### src/rtl/edq_pkg.sv
package edq_pkg;

  localparam int QUEUE_DEPTH = 16;
  localparam int TIME_WIDTH  = 32;
  localparam int CNT_W       = 5;
  localparam int IDX_W       = 4;

  localparam logic [2:0] OP_ENQ     = 3'd0;
  localparam logic [2:0] OP_DEQ_DST = 3'd1;
  localparam logic [2:0] OP_DEQ_OLD = 3'd2;
  localparam logic [2:0] OP_DROP    = 3'd3;
  localparam logic [2:0] OP_FIND    = 3'd4;
  localparam logic [2:0] OP_SIZE    = 3'd5;

  localparam logic REG_MAX_ENTRIES = 1'b0;
  localparam logic REG_EXPIRY_BASE = 1'b1;

  typedef struct packed {
    logic [7:0]            msg_type;
    logic [7:0]            key_first;
    logic [7:0]            key_second;
    logic [7:0]            destination;
    logic [15:0]           handle;
    logic [TIME_WIDTH-1:0] expiry;
  } entry_t;

endpackage

### src/rtl/edq_cell.sv
module edq_cell (
  input  logic            clk,
  input  logic            rst,
  input  logic            shift,
  input  logic            load,
  input  edq_pkg::entry_t load_entry,
  input  edq_pkg::entry_t from_next,
  input  logic            valid_next,
  output edq_pkg::entry_t entry,
  output logic            valid
);

  // Each cell holds one slot; compaction moves entries one cell toward the head.
  always_ff @(posedge clk) begin
    if (rst) begin
      valid <= 1'b0;
    end else if (load) begin
      valid <= 1'b1;
      entry <= load_entry;
    end else if (shift) begin
      valid <= valid_next;
      entry <= from_next;
    end
  end

endmodule

### src/rtl/expiring_dedup_request_queue_core.sv
// Expiring, duplicate-suppressing request queue.
// Request channel: in_valid / in_stall with fields op, now_time, msg_type,
// key_first, key_second, destination, lifetime, entry_handle. Result channel:
// out_valid / out_stall with ok, out_* entry fields and queue_size.
// One request is worked at a time. The queue is a row of 16 cells; a removal
// shifts the tail one cell toward the head. A request first purges expired
// entries, then scans the rest (find skips the purge; size, dequeue-oldest and
// dequeue-destination after a hit stop early); an enqueue without a duplicate
// then evicts from the head while the queue is at capacity and appends, and the
// result is registered. An unused op code goes straight to the result step.
// in_stall is high from the cycle after acceptance until the result is
// registered, so no new request is taken before the last one is through.
// A stall on the result side holds the result register; a request taken
// meanwhile is worked and waits in its last step until the result ahead of it
// is delivered.
// Reset empties the queue at once (valid bits and count), sets max_entries to
// 16 and expiry_base to 0. Registers: max_entries at 0x0, expiry_base at 0x4.
module expiring_dedup_request_queue_core (
  input  logic        clk,
  input  logic        rst,
  input  logic        psel,
  input  logic        penable,
  input  logic        pwrite,
  input  logic [2:0]  paddr,
  input  logic [31:0] pwdata,
  output logic [31:0] prdata,
  output logic        pready,
  input  logic        in_valid,
  output logic        in_stall,
  input  logic [2:0]  op,
  input  logic [31:0] now_time,
  input  logic [7:0]  msg_type,
  input  logic [7:0]  key_first,
  input  logic [7:0]  key_second,
  input  logic [7:0]  destination,
  input  logic [31:0] lifetime,
  input  logic [15:0] entry_handle,
  output logic        out_valid,
  input  logic        out_stall,
  output logic        ok,
  output logic [7:0]  out_type,
  output logic [7:0]  out_key_first,
  output logic [7:0]  out_key_second,
  output logic [7:0]  out_destination,
  output logic [15:0] out_handle,
  output logic [31:0] out_expiry,
  output logic [4:0]  queue_size
);

  localparam int D  = edq_pkg::QUEUE_DEPTH;

  localparam logic [2:0] S_IDLE  = 3'd0;
  localparam logic [2:0] S_PURGE = 3'd1;
  localparam logic [2:0] S_SCAN  = 3'd2;
  localparam logic [2:0] S_EVICT = 3'd3;
  localparam logic [2:0] S_DONE  = 3'd4;

  logic [4:0]  max_entries;
  logic [31:0] expiry_base;

  // Configuration writes.
  assign pready = 1'b1;
  always_ff @(posedge clk) begin
    if (rst) begin
      max_entries <= 5'd16;
      expiry_base <= '0;
    end else if (psel && penable && pwrite) begin
      unique case (paddr[2])
        edq_pkg::REG_MAX_ENTRIES: max_entries <= pwdata[4:0];
        edq_pkg::REG_EXPIRY_BASE: expiry_base <= pwdata;
        default: ;
      endcase
    end
  end

  always_comb begin
    unique case (paddr[2])
      edq_pkg::REG_MAX_ENTRIES: prdata = {27'd0, max_entries};
      edq_pkg::REG_EXPIRY_BASE: prdata = expiry_base;
      default:                  prdata = '0;
    endcase
  end

  // Cell row.
  edq_pkg::entry_t cell_entry [D];
  logic [D-1:0]    cell_valid;
  logic [D-1:0]    shift_en;
  logic [D-1:0]    load_en;
  edq_pkg::entry_t new_entry;

  logic [2:0]  state;
  logic [2:0]  op_r;
  logic [31:0] now_r;
  logic [7:0]  dst_r;
  logic [7:0]  type_r, k1_r, k2_r;
  logic [15:0] hnd_r;
  logic [31:0] life_r;
  logic [4:0]  pos;      // scan position
  logic [4:0]  count;
  logic        hit;      // duplicate seen, or found, or dequeued
  edq_pkg::entry_t taken;

  // Scan inspects the cell at pos; a removal shifts cells pos.. toward the head.
  logic [3:0]      idx;
  edq_pkg::entry_t cur;
  logic            cur_valid;
  logic            remove;
  logic [4:0]      cap;
  logic [32:0]     exp_sum;

  assign idx       = pos[3:0];
  assign cur       = cell_entry[idx];
  assign cur_valid = pos < count;
  assign cap       = (max_entries == 5'd0) ? 5'd1 :
                     (max_entries > 5'd16) ? 5'd16 : max_entries;
  assign exp_sum   = {1'b0, expiry_base} + {1'b0, life_r};

  always_comb begin
    remove = 1'b0;
    if (cur_valid) begin
      if (state == S_PURGE) begin
        remove = cur.expiry < now_r;
      end else if (state == S_SCAN) begin
        case (op_r)
          edq_pkg::OP_DEQ_DST: remove = !hit && cur.destination == dst_r;
          edq_pkg::OP_DEQ_OLD: remove = !hit && pos == 5'd0;
          edq_pkg::OP_DROP:    remove = cur.destination == dst_r;
          default:             remove = 1'b0;
        endcase
      end else if (state == S_EVICT) begin
        remove = !hit && count >= cap;
      end
    end
  end

  always_comb begin
    new_entry.msg_type    = type_r;
    new_entry.key_first   = k1_r;
    new_entry.key_second  = k2_r;
    new_entry.destination = dst_r;
    new_entry.handle      = hnd_r;
    new_entry.expiry      = exp_sum[32] ? '1 : exp_sum[31:0];
  end

  for (genvar g = 0; g < D; g++) begin : g_cell
    assign shift_en[g] = remove && (5'(g) >= pos);
    assign load_en[g]  = (state == S_EVICT) && !remove && !hit && (count == 5'(g));
    if (g < D - 1) begin : g_mid
      edq_cell u_cell (
        .clk(clk), .rst(rst), .shift(shift_en[g]), .load(load_en[g]),
        .load_entry(new_entry), .from_next(cell_entry[g+1]),
        .valid_next(cell_valid[g+1]), .entry(cell_entry[g]), .valid(cell_valid[g])
      );
    end else begin : g_last
      edq_cell u_cell (
        .clk(clk), .rst(rst), .shift(shift_en[g]), .load(load_en[g]),
        .load_entry(new_entry), .from_next(cell_entry[g]),
        .valid_next(1'b0), .entry(cell_entry[g]), .valid(cell_valid[g])
      );
    end
  end

  assign in_stall = state != S_IDLE;

  // Sequencer: purge, scan, then enqueue eviction and append.
  always_ff @(posedge clk) begin
    if (rst) begin
      state     <= S_IDLE;
      count     <= '0;
      out_valid <= 1'b0;
    end else begin
      unique case (state)
        S_IDLE: begin
          if (in_valid) begin
            op_r   <= op;
            now_r  <= now_time;
            dst_r  <= destination;
            type_r <= msg_type;
            k1_r   <= key_first;
            k2_r   <= key_second;
            hnd_r  <= entry_handle;
            life_r <= lifetime;
            pos    <= '0;
            hit    <= 1'b0;
            taken  <= '0;
            if (op == edq_pkg::OP_FIND) state <= S_SCAN;
            else if (op > edq_pkg::OP_SIZE) state <= S_DONE;
            else state <= S_PURGE;
          end
        end
        S_PURGE: begin
          if (!cur_valid) begin
            pos   <= '0;
            state <= S_SCAN;
          end else if (remove) begin
            count <= count - 5'd1;
          end else begin
            pos <= pos + 5'd1;
          end
        end
        S_SCAN: begin
          if (!cur_valid || op_r == edq_pkg::OP_SIZE ||
              (op_r == edq_pkg::OP_DEQ_DST && hit) ||
              (op_r == edq_pkg::OP_DEQ_OLD && pos != 5'd0)) begin
            pos   <= '0;
            state <= (op_r == edq_pkg::OP_ENQ) ? S_EVICT : S_DONE;
          end else if (remove) begin
            count <= count - 5'd1;
            if (op_r != edq_pkg::OP_DROP) begin
              hit   <= 1'b1;
              taken <= cur;
            end
          end else begin
            if (op_r == edq_pkg::OP_ENQ && cur.msg_type == type_r &&
                cur.key_first == k1_r && cur.key_second == k2_r) hit <= 1'b1;
            if (op_r == edq_pkg::OP_FIND && cur.destination == dst_r) hit <= 1'b1;
            if (op_r == edq_pkg::OP_DEQ_OLD) pos <= 5'd1;
            else pos <= pos + 5'd1;
          end
        end
        S_EVICT: begin
          pos <= '0;
          if (hit) begin
            state <= S_DONE;
          end else if (remove) begin
            count <= count - 5'd1;
          end else begin
            count <= count + 5'd1;
            state <= S_DONE;
          end
        end
        S_DONE: begin
          if (!out_valid || !out_stall) begin
            out_valid       <= 1'b1;
            queue_size      <= count;
            out_type        <= taken.msg_type;
            out_key_first   <= taken.key_first;
            out_key_second  <= taken.key_second;
            out_destination <= taken.destination;
            out_handle      <= taken.handle;
            out_expiry      <= taken.expiry;
            case (op_r) inside
              edq_pkg::OP_ENQ:  ok <= !hit;
              edq_pkg::OP_DROP: ok <= 1'b1;
              edq_pkg::OP_SIZE: ok <= 1'b1;
              edq_pkg::OP_DEQ_DST, edq_pkg::OP_DEQ_OLD, edq_pkg::OP_FIND: ok <= hit;
              default:          ok <= 1'b0;
            endcase
            state <= S_IDLE;
          end
        end
        default: state <= S_IDLE;
      endcase
      if (out_valid && !out_stall && state != S_DONE) out_valid <= 1'b0;
    end
  end

  // Count never exceeds depth and matches the valid cells; no request is taken while busy.
  a_count_bound: assert property (@(posedge clk) disable iff (rst)
    count <= 5'd16) else $error("entry count beyond depth");
  a_busy_stall: assert property (@(posedge clk) disable iff (rst)
    state != S_IDLE |-> in_stall) else $error("request taken while busy");
  a_dup_no_grow: assert property (@(posedge clk) disable iff (rst)
    (state == S_EVICT && hit) |=> $stable(count)) else $error("duplicate changed count");
  a_valid_count: assert property (@(posedge clk) disable iff (rst)
    $countones(cell_valid) == int'(count)) else $error("valid cells differ from count");

endmodule
### config.mk
export PLATFORM = sky130hd
export DESIGN_NAME = expiring_dedup_request_queue_core
export DESIGN_NICKNAME = d
export VERILOG_FILES = /design/src/rtl/edq_pkg.sv /design/src/rtl/edq_cell.sv /design/src/rtl/expiring_dedup_request_queue_core.sv
export SDC_FILE = /design/constraint.sdc
export NUM_CORES = 2
export LEC_CHECK = 0
export BUFFER_PORTS_ARGS = -buffer_cell sky130_fd_sc_hd__buf_2
export CORE_MARGIN = 2
export CORE_UTILIZATION = 30
export CTS_CLUSTER_SIZE = 24
export DETAILED_ROUTE_END_ITERATION = 10
export SETUP_SLACK_MARGIN = 0.2
export SLEW_MARGIN = 20
export SYNTH_ARGS = -nofsm -noshare
export SYNTH_HDL_FRONTEND = slang
export SYNTH_SLANG_ARGS = --single-unit
### constraint.sdc
create_clock -name clk -period 11.2 [get_ports clk]
set_input_delay 0 -clock clk [delete_from_list [all_inputs] [get_ports clk]]
set_output_delay 0 -clock clk [all_outputs]
set_load 0.03 [all_outputs]
==> summary.md <==
| Metric | Value |
|---|---|
| Area share of fa/ha/maj cells after synthesis | `1.31%` |
| Post-Syn Instances | `about 5k` |
| Max Clock Skew | `0.0360 ns` |
| EDFF count, synth | `1567` |
| CTS tree | `yes` |
| Psw | `roughly 0.0038 W` |
| Post-CTS Setup Bufs | `0` |
| TritonRoute pass-1 iters | `6` |
| Worst-path maximum fanout | `36` |
| Initial antenna violation count | `6` |
| Layer carrying the most global-route usage | `met2` |
| Final min period | `around 8.4 ns` |
| Worst path slowest cell | `o22ai_4` |
| Comb power frac | `between 10% and 20%` |
| Post-synthesis compound-gate area fraction | `under 10%` |
| Max-cap viol count | `0` |
| Die H | `~520 µm` |
| Post-synthesis xor/xnor area fraction | `0.512%` |
| Register area share after synthesis | `61.0%` |
| Gr ovfl total | `0` |
| DRC violations left | `0` |
| Total power | `about 0.015 W` |
| Fillers | `24.6k` |
| Int Pwr | `0.0107 W` |
| Global-route wire length before repair | `352000 µm` |
| Final WL | `244000 µm` |
| Syn_area_per_cell | `16.1 µm²` |
| Clk_lat worst skew | `0.84 ns` |
| Grt met3 use | `3.05%` |
| Share of layout cells above drive strength 1 | `37.6%` |
| CTS Buffer Depth | `3` |
| Num CTS Buffers | `169` |
| RSZ-0062 raised after global routing | `false` |
| Netlist cell types | `a little over 80` |
| Setup crit end kind | `flip-flop` |
| Share of the synthesized area in the top cell type | `59.8%` |
| Core Util, Final | `35.7%` |
| Row count | `187` |
| Slew @ Worst Pin | `1.18 ns` |
| CP required | `11.65 ns` |
| Die X | `516 µm` |
| FMAX | `about 120 MHz` |
| Worst-path clk slew | `about 0.070 ns` |
| Drt first-iter violations | `5200` |
| Post-route setup TNS | `0 ns` |
| Root buf cell | `clkbuf_16` |
| # port buffers | `274` |
| Vias in the first global route | `about 49k` |
| CTS HTree Levels | `4` |
| Vias | `48.1k` |
| Area of the multi-input gates | `28900 µm²` |
| Met2 Track Usage GR | `29.5%` |
| Final period util | `about three quarters` |
| DIE AREA | `around 270000 µm²` |
| Clock power frac | `about two fifths` |
| Total GRT Usage | `18.0%` |
| ANT nets after route | `0` |
| Crit start category | `flip-flop` |
| Peak VDD IR | `0.000178 V` |
| Mux contribution to synthesized area | `about a quarter` |
| Drt via density | `5.32` |
| CTS resizes | `0` |
| Final net count | `5624` |
| Worst-path cell chain | `buf_4 -> nor2_2 -> buf_4 -> a221oi_1 -> nor3_1 -> a311o_1 -> ha_1 -> nand4_1 -> nor3_1 -> o31ai_1 -> o211ai_1 -> a2111oi_0 -> a21o_1 -> o21ai_4 -> buf_4 -> nand3_4 -> o22ai_4 -> buf_4` |
| Power per cell area | `157 nW/µm²` |
| Synth top area cells | `edfxtp_1 60%, mux2_2 16%, mux4_2 7.6%` |
| Total core area | `260000 µm²` |
| Ys flop type | `edfxtp_1` |
| Crit path DAT | `a little under 9 ns` |
| Syn-to-layout area delta | `18.0%` |
| Ys async rst share | `0%` |
| Status | `completed` |
| Critical path class | `flip-flop to flip-flop` |
| Largest family of logic cells by synthesized area | `multiplexers` |
| Leakage Power | `30.8 nW` |
| Reg power frac | `approximately 48%` |
| Pins Over Slew Limit | `0` |
| I/O Pins | `278` |
| Post-Synthesis Cell Area | `78700 µm²` |
| Synth Area in Simple Gates | `4.11%` |
| CTS sink count | `1613` |
| Mapped Nets | `5138` |
| Met1 usage | `24.6%` |
| RD Place Congestion | `0.819` |
| Synth cell count leaders | `1567 x edfxtp_1, 1132 x mux2_2, 267 x mux4_2` |
| Yosys warnings | `0` |
| Sequential cell area | `48000 µm²` |
| Largest net degree at the start of global routing | `approximately 150` |
| Hold Vio Cnt, Final | `0` |
| Most used cell, CP | `buf_4` |
| Final HPWL DP | `between 100000 and 150000 µm` |
| Initial Util | `30.2%` |
| Flops & latches, synth | `approximately 1.6k` |
| Class of the worst hold path | `input port to flip-flop` |
| Leading area contributor after synthesis | `edfxtp_1` |
| Sw frac | `26.4%` |
| Rel. slew slack | `21.3%` |
| Final setup viols | `0` |
| Crit-path max cell delay | `between 0.9 and 1 ns` |
| WL/cell | `27.0 µm` |
| Most common cell in the netlist | `edfxtp_1` |
==> cell type report <==
cell class              instances  area share (%)
inverters                      68           0.281
clock buffers                 212            4.89
clock inverters               103            1.02
flip-flops and latches       1613            51.7
diodes                          5          0.0135
well taps                    3496            4.71
multi-input cells            2824            31.1
repair buffers                709            6.24
==> registers in the layout, summed over array words and instances, names as in the netlist, 16 cells and up <==
register	count
g_cell.g_mid.u_cell.entry	1200
g_cell.g_last.u_cell.entry	80
taken	80
expiry_base	32
life_r	32
now_r	32
out_expiry	32
hnd_r	16
out_handle	16
==> placed cells by master (no fill, tap or decap), drive strengths merged, types with 69 or more instances in the layout <==
cell type,count
ha,81
mux2,1217
mux2i,74
edfxtp,1567
nor3,85
inv,73
nand2,201
buf,380
clkinv,78
nor2,140
and2,89
o21ai,71
a21oi,111
a221oi,69
clkbuf,212
dlygate4sd3,329
mux4,267
==> repair_timing <==
action,4_1_cts,5_1_grt
hold endpoints to repair,195,0
setup endpoints to repair,0,0
hold buffers,329,0
==> worst paths after layout <==
| check | slack, ns | to | from | cells after the start |
|---|---|---|---|---|
| worst max-delay path | 2.78 | g_cell[11].g_mid.u_cell.entry[15]$_DFFE_PP_ | pos[0]$_DFFE_PP_ | 18 |
| worst min-delay path | 0.04 | dst_r[7]$_DFFE_PP_ | destination[7] | 2 |
| worst max register to register | 2.78 | g_cell[11].g_mid.u_cell.entry[15]$_DFFE_PP_ | pos[0]$_DFFE_PP_ | 18 |
| worst min register to register | 0.41 | out_expiry[5]$_DFFE_PP_ | taken[5]$_SDFFCE_PN0P_ | 0 |
==> through the flow <==
stage | std cells | area (µm²) | setup WS, ns | hold slack, ns
finish | 9030 | 92800 | 2.78 | 0.0421
global route | 9026 | 92800 | 2.35 | 0.00747
CTS | 9025 | 92800 | 2.68 | 0.0124
detailed placement | 8381 | 84000 | 2.74 | 0.178
global placement | 8381 | 84000 | 2.76 | 0.179
floorplan | 4899 | 78700 | 1.15 | 0.0989
==> power groups by stage <==
stage / sequential, W / clock [W] / combinational, W
after CTS: 0.00692 / 0.00578 / 0.00197
after detailed placement: 0.00705 / 0 / 0.00188
after floorplan: 0.00702 / 0 / 0.00121
after global routing: 0.00694 / 0.00600 / 0.00211
after global placement: 0.00704 / 0 / 0.00187
final: 0.00692 / 0.00566 / 0.00198
==> worst max-delay path: cells and delay by family (launching register included) <==
kind            cells  cell delay (ns)
fa+ha+maj           1             0.36
buf+inv             4             1.96
flops               1             0.93
simple gates        5             1.87
compound gates      8             2.81
==> routing by layer <==
metal | vias up | share of wire (%)
met5 | - | 0.016
met4 | 6 | 2.6
met3 | 335 | 7.6
met2 | 1970 | 47
met1 | 25301 | 43
li1 | 20457 | -
==> cells by family (layout without fill, tap and decap cells) <==
| logic type | after synthesis | in the layout |
|---|---|---|
| flip-flops | 1613 | 1613 |
| buffers and inverters | 462 | 1092 |
| AND/OR/NAND/NOR | 660 | 660 |
| other | 1 | 6 |
| multiplexers | 1558 | 1558 |
| XOR/XNOR | 46 | 46 |
| adder cells (fa/ha/maj) | 82 | 82 |
| AO/OA/AOI/OAI | 477 | 477 |
Power figures use the tool's default switching activity.
